$ cat src/design/modular_exponentiation_core_assert.svh
// assertion macros for the modular exponentiation core
`ifndef MODULAR_EXPONENTIATION_CORE_ASSERT_SVH
`define MODULAR_EXPONENTIATION_CORE_ASSERT_SVH

// implication checked on every rising clock edge outside reset
`define MEC_ASSERT_IMP(label, clk, rst_n, ante, cons) \
    label: assert property (@(posedge clk) disable iff (!rst_n) (ante) |-> (cons)) \
        else $error("assertion failed");

// next-cycle implication checked outside reset
`define MEC_ASSERT_NEXT(label, clk, rst_n, ante, cons) \
    label: assert property (@(posedge clk) disable iff (!rst_n) (ante) |=> (cons)) \
        else $error("assertion failed");

`endif

$ cat src/design/mec_pkg.sv
// shared constants and types for the modular exponentiation core
package mec_pkg;
    localparam int WORD_WIDTH = 32;
    localparam int CNT_W      = $clog2(WORD_WIDTH);
    localparam int IDX_W      = 1;
    localparam logic [IDX_W-1:0] REG_MODULUS  = 1'b0;
    localparam logic [IDX_W-1:0] REG_EXPONENT = 1'b1;

    typedef logic [WORD_WIDTH-1:0] t_word;

    // handshake between the sequencer and the cell chain
    typedef struct packed {
        logic load;
        logic run;
    } t_mul_ctrl;

    typedef enum logic [4:0] {
        ST_IDLE   = 5'b00001,
        ST_REDUCE = 5'b00010,
        ST_SQUARE = 5'b00100,
        ST_MULT   = 5'b01000,
        ST_DONE   = 5'b10000
    } t_state;
endpackage

$ cat src/design/mec_cell.sv
// one bit cell of the modular multiplier: holds an accumulator bit and its add/subtract slice
module mec_cell
    import mec_pkg::*;
(
    input  logic i_clk,
    input  logic i_clr,
    input  logic i_en,
    input  logic i_sel_diff,
    input  logic i_add,
    input  logic i_mod,
    input  logic i_carry,
    input  logic i_borrow,
    output logic o_acc,
    output logic o_carry,
    output logic o_borrow
);
    logic r_acc, n_acc;
    logic sum, diff;

    // add then subtract modulus, bit slice
    assign sum      = r_acc ^ i_add ^ i_carry;
    assign o_carry  = (r_acc & i_add) | (i_carry & (r_acc ^ i_add));
    assign diff     = sum ^ i_mod ^ i_borrow;
    assign o_borrow = (~sum & i_mod) | (i_borrow & ~(sum ^ i_mod));

    // keep the difference when the whole row says the sum reached the modulus
    assign n_acc = i_sel_diff ? diff : sum;

    always_ff @(posedge i_clk) begin
        if (i_clr) begin
            r_acc <= 1'b0;
        end else if (i_en) begin
            r_acc <= n_acc;
        end
    end

    assign o_acc = r_acc;
endmodule

$ cat src/design/mec_mulmod.sv
// shift-and-add modular multiplier built as a row of bit cells, a doubling and an add phase for each bit
module mec_mulmod
    import mec_pkg::*;
(
    input  logic      i_clk,
    input  logic      i_rst_n,
    input  t_mul_ctrl i_ctrl,
    input  t_word     i_a,
    input  t_word     i_b,
    input  t_word     i_n,
    output logic      o_done,
    output t_word     o_p
);
    logic [WORD_WIDTH:0] acc_v;
    t_word r_b, r_a;
    logic [CNT_W-1:0] r_cnt;
    logic r_phase, r_busy;
    logic cell_en, sel_diff;

    // phase 0 doubles, phase 1 adds a when the bit of b is set
    logic [WORD_WIDTH:0] add_v;
    logic [WORD_WIDTH+1:0] carry;
    logic [WORD_WIDTH+1:0] borrow;
    logic [WORD_WIDTH:0] mod_x;

    assign add_v = r_phase ? (r_b[WORD_WIDTH-1] ? {1'b0, r_a} : '0) : acc_v;
    assign mod_x = {1'b0, i_n};
    assign carry[0] = 1'b0;
    assign borrow[0] = 1'b0;
    assign cell_en = r_busy && i_ctrl.run;

    // keep the difference when the sum reached the modulus
    assign sel_diff = carry[WORD_WIDTH+1] || !borrow[WORD_WIDTH+1];

    genvar g;
    generate
        for (g = 0; g <= WORD_WIDTH; g++) begin : g_cell
            mec_cell u_cell (
                .i_clk(i_clk), .i_clr(i_ctrl.load), .i_en(cell_en),
                .i_sel_diff(sel_diff), .i_add(add_v[g]), .i_mod(mod_x[g]),
                .i_carry(carry[g]), .i_borrow(borrow[g]),
                .o_acc(acc_v[g]), .o_carry(carry[g+1]), .o_borrow(borrow[g+1])
            );
        end
    endgenerate

    always_ff @(posedge i_clk) begin
        if (!i_rst_n) begin
            r_busy  <= 1'b0;
            r_phase <= 1'b0;
            r_cnt   <= '0;
            o_done  <= 1'b0;
        end else begin
            o_done <= 1'b0;
            if (i_ctrl.load) begin
                r_busy  <= 1'b1;
                r_phase <= 1'b0;
                r_cnt   <= '0;
            end else if (r_busy && i_ctrl.run) begin
                r_phase <= ~r_phase;
                if (r_phase) begin
                    r_cnt <= r_cnt + 1'b1;
                    if (r_cnt == CNT_W'(WORD_WIDTH - 1)) begin
                        r_busy <= 1'b0;
                        o_done <= 1'b1;
                    end
                end
            end
        end
    end

    always_ff @(posedge i_clk) begin
        if (i_ctrl.load) begin
            r_a   <= i_a;
            r_b   <= i_b;
        end else if (cell_en) begin
            if (r_phase) r_b <= {r_b[WORD_WIDTH-2:0], 1'b0};
        end
    end

    assign o_p = acc_v[WORD_WIDTH-1:0];
endmodule

$ cat src/design/mec_reduce.sv
// bit-serial reduction of the message modulo the modulus, one bit a cycle
module mec_reduce
    import mec_pkg::*;
(
    input  logic  i_clk,
    input  logic  i_rst_n,
    input  logic  i_load,
    input  t_word i_x,
    input  t_word i_n,
    output logic  o_done,
    output t_word o_r
);
    logic [WORD_WIDTH:0] r_rem;
    t_word r_x;
    logic [CNT_W-1:0] r_cnt;
    logic r_busy;
    logic [WORD_WIDTH:0] sh;
    logic [WORD_WIDTH+1:0] dif;

    // restoring step: shift in the next bit, subtract when it fits
    assign sh  = {r_rem[WORD_WIDTH-1:0], r_x[WORD_WIDTH-1]};
    assign dif = {1'b0, sh} - {2'b00, i_n};

    always_ff @(posedge i_clk) begin
        if (!i_rst_n) begin
            r_busy <= 1'b0;
            r_cnt  <= '0;
            o_done <= 1'b0;
        end else begin
            o_done <= 1'b0;
            if (i_load) begin
                r_busy <= 1'b1;
                r_cnt  <= '0;
            end else if (r_busy) begin
                r_cnt <= r_cnt + 1'b1;
                if (r_cnt == CNT_W'(WORD_WIDTH - 1)) begin
                    r_busy <= 1'b0;
                    o_done <= 1'b1;
                end
            end
        end
    end

    always_ff @(posedge i_clk) begin
        if (i_load) begin
            r_rem <= '0;
            r_x   <= i_x;
        end else if (r_busy) begin
            r_rem <= dif[WORD_WIDTH+1] ? sh : dif[WORD_WIDTH:0];
            r_x   <= {r_x[WORD_WIDTH-2:0], 1'b0};
        end
    end

    assign o_r = r_rem[WORD_WIDTH-1:0];
endmodule

$ cat src/design/modular_exponentiation_core.sv
// modular exponentiation core: message to the exponent, modulo the modulus
// sequence: reduce the message, then per exponent bit a square and, for a set bit, a multiply
// exponent zero runs only the squares, all ones adds a multiply after every square
// one message at a time; busy stays high until the result strobe cycle
// reset: synchronous active low, modulus 2, exponent 1, core idle
// the result strobe lasts one cycle and cannot be held off
module modular_exponentiation_core
    import mec_pkg::*;
(
    input  logic             i_clk,
    input  logic             i_rst_n,
    input  logic             start,
    output logic             busy,
    input  t_word            i_message,
    output logic             o_valid,
    output t_word            o_result,
    input  logic             i_cfg_we,
    input  logic [IDX_W-1:0] i_cfg_idx,
    input  t_word            i_cfg_data
);
`include "modular_exponentiation_core_assert.svh"

    t_word r_modulus, r_exponent, r_base, r_acc, r_exp;
    logic [CNT_W-1:0] r_bit;
    t_state r_state;
    logic r_wait;
    t_mul_ctrl mctrl;
    logic red_load, red_done, mul_done;
    t_word red_r, mul_p, mul_b;
    logic small_mod;

    assign small_mod = (r_modulus[WORD_WIDTH-1:1] == '0);

    // configuration writes
    always_ff @(posedge i_clk) begin
        if (!i_rst_n) begin
            r_modulus  <= t_word'(2);
            r_exponent <= t_word'(1);
        end else if (i_cfg_we) begin
            case (i_cfg_idx)
                REG_MODULUS:  r_modulus  <= i_cfg_data;
                REG_EXPONENT: r_exponent <= i_cfg_data;
                default: ;
            endcase
        end
    end

    assign busy = (r_state != ST_IDLE);
    assign red_load = start && !busy;
    assign mul_b = (r_state == ST_MULT) ? r_base : r_acc;

    // sequencer over the exponent bits
    always_ff @(posedge i_clk) begin
        if (!i_rst_n) begin
            r_state <= ST_IDLE;
            r_wait  <= 1'b0;
            o_valid <= 1'b0;
            r_bit   <= '0;
        end else begin
            o_valid <= 1'b0;
            case (r_state)
                ST_IDLE: if (red_load) r_state <= ST_REDUCE;
                ST_REDUCE: if (red_done) begin
                    r_state <= ST_SQUARE;
                    r_wait  <= 1'b0;
                    r_bit   <= '0;
                end
                ST_SQUARE: begin
                    if (!r_wait) r_wait <= 1'b1;
                    else if (mul_done) begin
                        r_wait <= 1'b0;
                        if (r_exp[WORD_WIDTH-1]) r_state <= ST_MULT;
                        else if (r_bit == CNT_W'(WORD_WIDTH - 1)) r_state <= ST_DONE;
                        else r_bit <= r_bit + 1'b1;
                    end
                end
                ST_MULT: begin
                    if (!r_wait) r_wait <= 1'b1;
                    else if (mul_done) begin
                        r_wait <= 1'b0;
                        if (r_bit == CNT_W'(WORD_WIDTH - 1)) r_state <= ST_DONE;
                        else begin
                            r_bit   <= r_bit + 1'b1;
                            r_state <= ST_SQUARE;
                        end
                    end
                end
                ST_DONE: begin
                    o_valid <= 1'b1;
                    r_state <= ST_IDLE;
                end
                default: r_state <= ST_IDLE;
            endcase
        end
    end

    // datapath registers
    always_ff @(posedge i_clk) begin
        if (red_load) r_exp <= r_exponent;
        if (r_state == ST_REDUCE && red_done) begin
            r_base <= red_r;
            r_acc  <= t_word'(1);
        end
        if (r_state == ST_SQUARE && r_wait && mul_done) begin
            r_acc <= mul_p;
            if (!r_exp[WORD_WIDTH-1]) r_exp <= {r_exp[WORD_WIDTH-2:0], 1'b0};
        end
        if (r_state == ST_MULT && r_wait && mul_done) begin
            r_acc <= mul_p;
            r_exp <= {r_exp[WORD_WIDTH-2:0], 1'b0};
        end
        if (r_state == ST_DONE) o_result <= small_mod ? '0 : r_acc;
    end

    assign mctrl.load = (r_state == ST_SQUARE || r_state == ST_MULT) && !r_wait;
    assign mctrl.run  = r_wait;

    mec_reduce u_reduce (
        .i_clk(i_clk), .i_rst_n(i_rst_n), .i_load(red_load), .i_x(i_message),
        .i_n(r_modulus), .o_done(red_done), .o_r(red_r)
    );

    mec_mulmod u_mul (
        .i_clk(i_clk), .i_rst_n(i_rst_n), .i_ctrl(mctrl), .i_a(r_acc), .i_b(mul_b),
        .i_n(r_modulus), .o_done(mul_done), .o_p(mul_p)
    );

    `MEC_ASSERT_IMP(a_no_start_when_busy, i_clk, i_rst_n, o_valid, r_state == ST_IDLE)
    `MEC_ASSERT_NEXT(a_done_valid, i_clk, i_rst_n, r_state == ST_DONE, o_valid)
    `MEC_ASSERT_IMP(a_mul_idle_wait, i_clk, i_rst_n, mul_done, r_wait)
endmodule
$ cat config.mk
export PLATFORM = sky130hd
export DESIGN_NAME = modular_exponentiation_core
export DESIGN_NICKNAME = d
export VERILOG_FILES = /design/src/design/mec_pkg.sv /design/src/design/mec_cell.sv /design/src/design/mec_mulmod.sv /design/src/design/mec_reduce.sv /design/src/design/modular_exponentiation_core.sv
export VERILOG_INCLUDE_DIRS = /design/src /design/src/design
export SDC_FILE = /design/constraint.sdc
export NUM_CORES = 1
export LEC_CHECK = 0
export BUFFER_PORTS_ARGS = -buffer_cell sky130_fd_sc_hd__buf_2
export CAP_MARGIN = 40
export CORE_MARGIN = 1.5
export CORE_UTILIZATION = 62
export DETAILED_ROUTE_END_ITERATION = 6
export PLACE_DENSITY = 0.86
export SYNTH_ARGS = -nofsm -noshare
export SYNTH_HDL_FRONTEND = slang
export SYNTH_HIERARCHICAL = 1
export SYNTH_SLANG_ARGS = --single-unit
export TNS_END_PERCENT = 5
$ cat constraint.sdc
create_clock -name i_clk -period 22.9 [get_ports i_clk]
set_input_delay 4.58 -clock i_clk [delete_from_list [all_inputs] [get_ports i_clk]]
set_output_delay 4.58 -clock i_clk [all_outputs]
set_load 0.01 [all_outputs]
# After elaboration in Yosys (flattened, before gate mapping)
# Index checks and enable logic that the tools add are counted.
[totals]
mem_bits_rw = 0
reg_bits = 380
in_bits = 69
word_cells = 581
romBits = 0
latchBits = 0
mem_count = 0
output_inout_bits = 34
[op_classes]
n_lt_le_gt_ge = 0
eq_ne = 17
n_mux = 81
add_sub_neg = 4
bitwise_logic = 390
reduce_logical = 34
shifts = 0
div_mod_pow = 0
n_mul = 0
[ops]
columns = ["cell", "count"]
rows = [
  ["2-to-1 mux 32 bit", 15],
  ["bitwise AND 1 bit", 129],
  ["XOR 1 bit", 129],
  ["2-to-1 mux 5 bit", 16],
  ["inverter 1 bit", 69],
  ["OR 1 bit", 63],
  ["2-to-1 mux 1 bit", 46],
  ["subtractor 33 x 32 -> 34 bit", 1],
  ["2-to-1 mux 33 bit", 1],
  ["zero test 31 bit", 1],
  ["equality test 5 bit (second input constant)", 4],
  ["one-hot mux 5 bit (4 select lines)", 1],
  ["adder 5 x 1 -> 5 bit (second input constant)", 3],
  ["one-hot mux 5 bit (3 select lines)", 1],
  ["AND reduction 7 bit", 2],
  ["AND reduction 2 bit", 5],
  ["nonzero test 2 bit", 5],
  ["logical AND 1 bit", 8],
  ["inequality test 2 bit (second input constant)", 4],
  ["inequality test 2 x 1 -> 1 bit (second input constant)", 3],
  ["nonzero test 3 bit", 2],
  ["OR reduction 2 bit", 3],
  ["equality test 5 x 1 -> 1 bit (second input constant)", 1],
  ["equality test 5 x 2 -> 1 bit (second input constant)", 1],
  ["other kinds (10)", 13],
]

# Longest topological paths before layout
[logic_depth]
word_depth = 72
mapped_depth = 107
ltp_nobuf = 105

# Modules after synthesis
# The synthesis kept the hierarchy.
[modules_own_cells]
columns = ["module", "cells_per_inst", "area_per_inst_um2", "seq_area_each_um2", "instances"]
rows = [
  ["modular_exponentiation_core", 728, 8069.0, 5044.8, 1],
  ["mec_reduce", 511, 4937.2, 1741.7, 1],
  ["mec_mulmod", 276, 3348.2, 2082.0, 1],
  ["mec_cell", 9, 97.6, 20.0, 33],
]

# Least setup slack after synthesis
# Ideal clock, no wire load.
[synth_timing]
path_type = "register to register"
startpoint = "register u_mul.r_phase"
endpoint = "register u_mul.g_cell[0].u_cell.r_acc"
arrival_ns = 17.086
setup_ns = 0.329
stages_incl_launch_ff = 108
path_slack_ns = 5.485
path_buffers = 2
path_cell_list = "dfxtp_1 buf_6 and2_1 clkbuf_1 nand2_1 o21ai_0 fa_1 fa_1 inv_1 inv_1 fa_1 inv_1 inv_1 fa_1 inv_1 inv_1 fa_1 inv_1 (+72 left out) inv_1 fa_1 inv_1 inv_1 fa_1 inv_1 inv_1 fa_1 inv_1 inv_1 fa_1 inv_1 inv_1 fa_1 inv_1 nand2b_1 mux2i_1 a211oi_2"
[synth_lines]
columns = ["element", "line", "text"]
rows = [
  ["from (decl)", "mec_mulmod.sv:17", "logic r_phase, r_busy;"],
  ["from (signal assigned)", "mec_mulmod.sv:60", "r_phase <= ~r_phase;"],
  ["2-to-1 mux 33 bit", "mec_mulmod.sv:26", "assign add_v = r_phase ? (r_b[WORD_WIDTH-1] ? {1'b0, r_a} : '0) : acc_v;"],
  ["named net u_mul.add_v[0]", "mec_mulmod.sv:21", "logic [WORD_WIDTH:0] add_v;"],
  ["XOR 1 bit", "mec_cell.sv:21", "assign sum = r_acc ^ i_add ^ i_carry;"],
  ["inverter 1 bit", "mec_cell.sv:24", "assign o_borrow = (~sum & i_mod) | (i_borrow & ~(sum ^ i_mod));"],
  ["bitwise AND 1 bit", "mec_cell.sv:24", ""],
  ["named net u_mul.borrow[1]", "mec_mulmod.sv:23", "logic [WORD_WIDTH+1:0] borrow;"],
  ["bitwise AND 1 bit", "mec_cell.sv:24", ""],
  ["OR 1 bit", "mec_cell.sv:24", ""],
  ["named net u_mul.borrow[2]", "mec_mulmod.sv:23", ""],
  ["(+2 left out)", "-", ""],
  ["named net u_mul.borrow[3]", "mec_mulmod.sv:23", ""],
  ["(+2 left out)", "-", ""],
  ["named net u_mul.borrow[4]", "mec_mulmod.sv:23", ""],
  ["(+2 left out)", "-", ""],
  ["named net u_mul.borrow[5]", "mec_mulmod.sv:23", ""],
  ["(+2 left out)", "-", ""],
  ["named net u_mul.borrow[6]", "mec_mulmod.sv:23", ""],
  ["(+2 left out)", "-", ""],
  ["named net u_mul.borrow[7]", "mec_mulmod.sv:23", ""],
  ["(+2 left out)", "-", ""],
  ["named net u_mul.borrow[8]", "mec_mulmod.sv:23", ""],
  ["(+2 left out)", "-", ""],
  ["named net u_mul.borrow[9]", "mec_mulmod.sv:23", ""],
  ["(+2 left out)", "-", ""],
  ["named net u_mul.borrow[10]", "mec_mulmod.sv:23", ""],
  ["(+2 left out)", "-", ""],
  ["named net u_mul.borrow[11]", "mec_mulmod.sv:23", ""],
  ["(+2 left out)", "-", ""],
  ["named net u_mul.borrow[12]", "mec_mulmod.sv:23", ""],
  ["(+2 left out)", "-", ""],
  ["named net u_mul.borrow[13]", "mec_mulmod.sv:23", ""],
  ["(+2 left out)", "-", ""],
  ["named net u_mul.borrow[14]", "mec_mulmod.sv:23", ""],
  ["(+2 left out)", "-", ""],
  ["named net u_mul.borrow[15]", "mec_mulmod.sv:23", ""],
  ["(+2 left out)", "-", ""],
  ["named net u_mul.borrow[16]", "mec_mulmod.sv:23", ""],
  ["(+2 left out)", "-", ""],
  ["named net u_mul.borrow[17]", "mec_mulmod.sv:23", ""],
  ["(+2 left out)", "-", ""],
  ["named net u_mul.borrow[18]", "mec_mulmod.sv:23", ""],
  ["(+2 left out)", "-", ""],
  ["named net u_mul.borrow[19]", "mec_mulmod.sv:23", ""],
  ["(+2 left out)", "-", ""],
  ["named net u_mul.borrow[20]", "mec_mulmod.sv:23", ""],
  ["(+2 left out)", "-", ""],
  ["named net u_mul.borrow[21]", "mec_mulmod.sv:23", ""],
  ["(+2 left out)", "-", ""],
  ["named net u_mul.borrow[22]", "mec_mulmod.sv:23", ""],
  ["(+2 left out)", "-", ""],
  ["named net u_mul.borrow[23]", "mec_mulmod.sv:23", ""],
  ["(+2 left out)", "-", ""],
  ["named net u_mul.borrow[24]", "mec_mulmod.sv:23", ""],
  ["(+2 left out)", "-", ""],
  ["named net u_mul.borrow[25]", "mec_mulmod.sv:23", ""],
  ["(+2 left out)", "-", ""],
  ["named net u_mul.borrow[26]", "mec_mulmod.sv:23", ""],
  ["(+2 left out)", "-", ""],
  ["named net u_mul.borrow[27]", "mec_mulmod.sv:23", ""],
  ["(+2 left out)", "-", ""],
  ["named net u_mul.borrow[28]", "mec_mulmod.sv:23", ""],
  ["(+2 left out)", "-", ""],
  ["named net u_mul.borrow[29]", "mec_mulmod.sv:23", ""],
  ["(+2 left out)", "-", ""],
  ["named net u_mul.borrow[30]", "mec_mulmod.sv:23", ""],
  ["(+2 left out)", "-", ""],
  ["named net u_mul.borrow[31]", "mec_mulmod.sv:23", ""],
  ["(+1 left out)", "-", ""],
  ["OR 1 bit", "mec_cell.sv:24", ""],
  ["named net u_mul.borrow[32]", "mec_mulmod.sv:23", ""],
  ["bitwise AND 1 bit", "mec_cell.sv:24", ""],
  ["named net u_mul.borrow[33]", "mec_mulmod.sv:23", ""],
  ["zero test 1 bit", "mec_mulmod.sv:33", "assign sel_diff = carry[WORD_WIDTH+1] || !borrow[WORD_WIDTH+1];"],
  ["logical OR 1 bit", "mec_mulmod.sv:33", ""],
  ["named net u_mul.sel_diff", "mec_mulmod.sv:18", "logic cell_en, sel_diff;"],
  ["2-to-1 mux 1 bit", "mec_cell.sv:27", "assign n_acc = i_sel_diff ? diff : sum;"],
  ["to (signal assigned)", "mec_cell.sv:33", "r_acc <= n_acc;"],
  ["to (decl)", "mec_cell.sv:17", "logic r_acc, n_acc;"],
]
# The timed path passes the listed nets, and every way through them passes these cells.
# A chain may end at the register's enable or synchronous reset.

# Worst setup path after layout
[layout_timing]
startpoint = "register u_mul.r_phase"
endpoint = "register u_mul.g_cell[4].u_cell.r_acc"
[layout_lines]
columns = ["element", "line"]
rows = [
  ["2-to-1 mux 33 bit", "mec_mulmod.sv:26"],
  ["named net u_mul.add_v[0]", "mec_mulmod.sv:21"],
  ["XOR 1 bit", "mec_cell.sv:21"],
  ["inverter 1 bit", "mec_cell.sv:24"],
  ["bitwise AND 1 bit", "mec_cell.sv:24"],
  ["named net u_mul.borrow[1]", "mec_mulmod.sv:23"],
  ["bitwise AND 1 bit", "mec_cell.sv:24"],
  ["OR 1 bit", "mec_cell.sv:24"],
  ["named net u_mul.borrow[2]", "mec_mulmod.sv:23"],
  ["(+2 left out)", "-"],
  ["named net u_mul.borrow[3]", "mec_mulmod.sv:23"],
  ["(+2 left out)", "-"],
  ["named net u_mul.borrow[4]", "mec_mulmod.sv:23"],
  ["(+2 left out)", "-"],
  ["named net u_mul.borrow[5]", "mec_mulmod.sv:23"],
  ["(+2 left out)", "-"],
  ["named net u_mul.borrow[6]", "mec_mulmod.sv:23"],
  ["(+2 left out)", "-"],
  ["named net u_mul.borrow[7]", "mec_mulmod.sv:23"],
  ["(+2 left out)", "-"],
  ["named net u_mul.borrow[8]", "mec_mulmod.sv:23"],
  ["(+2 left out)", "-"],
  ["named net u_mul.borrow[9]", "mec_mulmod.sv:23"],
  ["(+2 left out)", "-"],
  ["named net u_mul.borrow[10]", "mec_mulmod.sv:23"],
  ["(+2 left out)", "-"],
  ["named net u_mul.borrow[11]", "mec_mulmod.sv:23"],
  ["(+2 left out)", "-"],
  ["named net u_mul.borrow[12]", "mec_mulmod.sv:23"],
  ["(+2 left out)", "-"],
  ["named net u_mul.borrow[13]", "mec_mulmod.sv:23"],
  ["(+2 left out)", "-"],
  ["named net u_mul.borrow[14]", "mec_mulmod.sv:23"],
  ["(+2 left out)", "-"],
  ["named net u_mul.borrow[15]", "mec_mulmod.sv:23"],
  ["(+2 left out)", "-"],
  ["named net u_mul.borrow[16]", "mec_mulmod.sv:23"],
  ["(+2 left out)", "-"],
  ["named net u_mul.borrow[17]", "mec_mulmod.sv:23"],
  ["(+2 left out)", "-"],
  ["named net u_mul.borrow[18]", "mec_mulmod.sv:23"],
  ["(+2 left out)", "-"],
  ["named net u_mul.borrow[19]", "mec_mulmod.sv:23"],
  ["(+2 left out)", "-"],
  ["named net u_mul.borrow[20]", "mec_mulmod.sv:23"],
  ["(+2 left out)", "-"],
  ["named net u_mul.borrow[21]", "mec_mulmod.sv:23"],
  ["(+2 left out)", "-"],
  ["named net u_mul.borrow[22]", "mec_mulmod.sv:23"],
  ["(+2 left out)", "-"],
  ["named net u_mul.borrow[23]", "mec_mulmod.sv:23"],
  ["(+2 left out)", "-"],
  ["named net u_mul.borrow[24]", "mec_mulmod.sv:23"],
  ["(+2 left out)", "-"],
  ["named net u_mul.borrow[25]", "mec_mulmod.sv:23"],
  ["(+2 left out)", "-"],
  ["named net u_mul.borrow[26]", "mec_mulmod.sv:23"],
  ["(+2 left out)", "-"],
  ["named net u_mul.borrow[27]", "mec_mulmod.sv:23"],
  ["(+2 left out)", "-"],
  ["named net u_mul.borrow[28]", "mec_mulmod.sv:23"],
  ["(+2 left out)", "-"],
  ["named net u_mul.borrow[29]", "mec_mulmod.sv:23"],
  ["(+2 left out)", "-"],
  ["named net u_mul.borrow[30]", "mec_mulmod.sv:23"],
  ["(+2 left out)", "-"],
  ["named net u_mul.borrow[31]", "mec_mulmod.sv:23"],
  ["(+1 left out)", "-"],
  ["OR 1 bit", "mec_cell.sv:24"],
  ["named net u_mul.borrow[32]", "mec_mulmod.sv:23"],
  ["bitwise AND 1 bit", "mec_cell.sv:24"],
  ["named net u_mul.borrow[33]", "mec_mulmod.sv:23"],
  ["zero test 1 bit", "mec_mulmod.sv:33"],
  ["logical OR 1 bit", "mec_mulmod.sv:33"],
  ["named net u_mul.sel_diff", "mec_mulmod.sv:18"],
  ["2-to-1 mux 1 bit", "mec_cell.sv:27"],
  ["to (signal assigned)", "mec_cell.sv:33"],
  ["to (decl)", "mec_cell.sv:17"],
]
# The timed path passes the listed nets, and every way through them passes these cells.

==> flow_metrics.tcl <==
set metrics [dict create \
    status "finished, final reports clean" \
    cts-resized-gates 0 \
    viasPerCell 5.85 \
    crit_start "u_mul/r_phase" \
    dpl_cell_area_um2 20100 \
    synth_edf_count 192 \
    critical_path_class "reg2reg" \
    hold_violations 0 \
    start_util_pct 63.5 \
    relSlewSlack_pct 40.7 \
    postCtsSetupBuffers 0 \
    critPathRequiredTime_ns 23.28 \
    drt_iter0_drc 1223 \
    final.setup.tns_ns 0 \
    avgSynthCellArea_um2 10.8 \
    clk_pin_slew_ns 0.06 \
    yosysSeqAreaShare_pct 48.7 \
    async_flop_share_pct 0 \
    power.leakage_nw 8.65 \
    holdCritStartpoint "r_exponent[3]" \
    ys_types 85 \
    io_pins 103 \
    maxSlewViolCount 0 \
    cts-root-buf "clkbuf_16" \
    period_share_pct 79.7 \
    tritoncts "done" \
    seq_area_um2 9530 \
    die_w_um 181 \
    antenna_found_initial 0 \
    cts_made_buffers 40 \
    ir_drop_mv 0.0671 \
    r2r-end "u_mul/g_cell[4].u_cell/o_acc" \
    htree_levels 2 \
    io_buffers 102 \
    design.die.area_um2 32600 \
    clkSinkCount 380 \
    min_to "r_exponent[3]" \
    clockBufferDepth 3 \
    n_antenna_cell 0 \
    synth_ff_type "edfxtp_1" \
    r2r_cells 107 \
    grt_pass1_vias 13000 \
    syn2layout_area_growth_pct 9.88 \
    synthesis.area_um2 19600 \
    final_nets 2039 \
    coreArea_um2 30800 \
    cp_max_fo 39 \
    period_minus_slack_ns 18.24 \
    crit_path_end_kind "flip-flop" \
    ys_warn_count 6 \
    track_usage_pct 26.4 \
    detail_route.wl_per_cell_um 18.8 \
    clk_latency_ns 0.54 \
    overflow 0 \
    hold_buffers 0 \
    crit-reg2reg-launch "u_mul/r_phase" \
    grt_max_degree 68 \
    timing.hold.worst_path_depth 2 \
    multi_input_area_um2 8640 \
    rsz0062_at_grt "no" \
    r2r_slack_ns 4.66 \
    drt-total-wl_mm 43.2 \
    dp_hpwl_mm 29.3 \
    antenna_left 0 \
    ys_ff_latch 380 \
    vias 13400 \
    die_h_um 181 \
    cpPeakStageDelay_ns 0.50 \
    gp_congestion 0.918 \
    setup_viol 0 \
    route.detailed.drc 0 \
    powerDensity_nw_per_um2 103 \
    arrival_ns 18.62 \
    cp_slowest_cell "fa_1" \
    largest_register_ffs 33 \
    max_freq_mhz 54.8 \
    max_slew.worst_pin.slew_ns 0.890 \
    cp-start-kind "flip-flop" \
    hold_class "reg2reg" \
    fillers 2105 \
    fp-row-count 64 \
    grt_pass1_wl_mm 68.6 \
    clock_skew_ns 0.0248 \
    drive_above_1_share_pct 18.3 \
    syn_inst 1812 \
    final_cell_area_um2 21500 \
    first_pass_iters 6 \
    drv_cap 0 \
    cpMostUsedCell "inv_1" \
]
## worst max-delay path by stage
stage,to,slack (ns),depth (start not counted)
detailed placement,u_mul/g_cell[8].u_cell/o_acc,5.05,107
finish,u_mul/g_cell[4].u_cell/o_acc,4.66,107
floorplan,u_mul/g_cell[0].u_cell/o_acc,5.49,107
CTS,u_mul/g_cell[4].u_cell/o_acc,4.73,107
global route,u_mul/g_cell[3].u_cell/o_acc,3.70,107
global placement,u_mul/g_cell[1].u_cell/o_acc,5.31,106
## area by class of cell
type	count	area share, %
repair buffers	126	3.71
well taps	396	2.30
clock buffers	56	5.36
flip-flops and latches	380	44.3
inverters	176	3.07
multi-input cells	1141	40.2
clock inverters	18	1.06
## cell usage after synthesis, types with 8 or more instances
cell	number	area, µm²
nand3_1	16	80.1
mux2i_1	95	951
ha_1	38	475
buf_6	12	135
nor2b_1	41	257
xnor2_1	16	140
fa_1	67	1340
nor3_1	8	40.0
nand2b_1	12	75.1
nand4_1	13	81.3
buf_4	36	270
inv_1	175	657
buf_2	15	75.1
a21oi_1	128	641
xor2_1	18	158
nand2_1	196	736
mux2_2	90	1010
nor4_1	8	50.1
a211oi_1	28	210
a21o_1	13	97.6
a211oi_2	34	425
edfxtp_1	192	5770
o21ai_1	8	40.0
nor2_1	128	480
dfxtp_1	188	3760
clkbuf_1	43	161
and2_1	40	250
o21ai_0	49	245
## power by group
group / switching (W) / internal [W]
logic: 0.000386 / 0.000310
clock network: 0.000266 / 0.000409
registers: 0.0000601 / 0.000781
total: 0.000712 / 0.00150
## per-stage QoR
| stage | instances | hold slack (ns) | util (%) | total power, W | setup slack [ns] |
|---|---|---|---|---|---|
| after global routing | 2293 | 0.474 | 69.8 | 0.00232 | 3.70 |
| final | 2293 | 0.457 | 69.8 | 0.00221 | 4.66 |
| after CTS | 2293 | 0.455 | 69.8 | 0.00221 | 4.73 |
| after global placement | 2211 | 0.442 | 64.7 | 0.00150 | 5.31 |
| after floorplan | 1814 | 0.431 | - | 0.00143 | 5.49 |
| after detailed placement | 2219 | 0.447 | 65.3 | 0.00153 | 5.05 |
## worst max-delay path, delay by kind of cell (launching register included)
kind,cells,cell delay (ns)
flops,1,0.31
compound gates,2,0.23
simple gates,3,0.56
mux,1,0.24
fa+ha+maj,34,12.48
buf+inv,67,4.23
## per-layer routing
metal / share of wire, % / routed length, µm / global-route usage (%) / vias to the layer above
met5: 0 / 0 / 0 / -
met2: 46 / 19800 / 42.1 / 588
met1: 43 / 18600 / 37.1 / 6468
met3: 8.2 / 3530 / 4.32 / 86
li1: - / - / - / 6283
met4: 2.8 / 1220 / 8.30 / 0
## cell usage in the layout, fill, tap and decap left out, types with 39 or more instances in the layout
cell type / synthesis / routed
fa_1: 67 / 67
buf_2: 15 / 102
dfxtp_1: 188 / 187
nor2b_1: 41 / 40
mux2_2: 90 / 90
edfxtp_1: 192 / 192
nor2_1: 128 / 126
clkbuf_16: 0 / 42
o21ai_0: 49 / 48
nand2_1: 196 / 196
a21oi_1: 128 / 128
mux2i_1: 95 / 95
inv_1: 175 / 174
and2_1: 40 / 39
## cell families (layout without fill, tap and decap cells)
| group | count (synthesis) | in the layout | synth area share [%] |
|---|---|---|---|
| and+or+nand+nor | 492 | 492 | 11.7 |
| buffers and inverters | 293 | 376 | 7.31 |
| muxes | 191 | 191 | 10.4 |
| xor gates and xnor gates | 34 | 34 | 1.52 |
| adders and majority gates | 105 | 105 | 9.28 |
| other | 1 | 3 | 0.0192 |
| DFF | 380 | 380 | 48.7 |
| AOI/OAI and AO/OA | 316 | 316 | 11.1 |
Note: power is estimated with default switching activity, not from simulation.
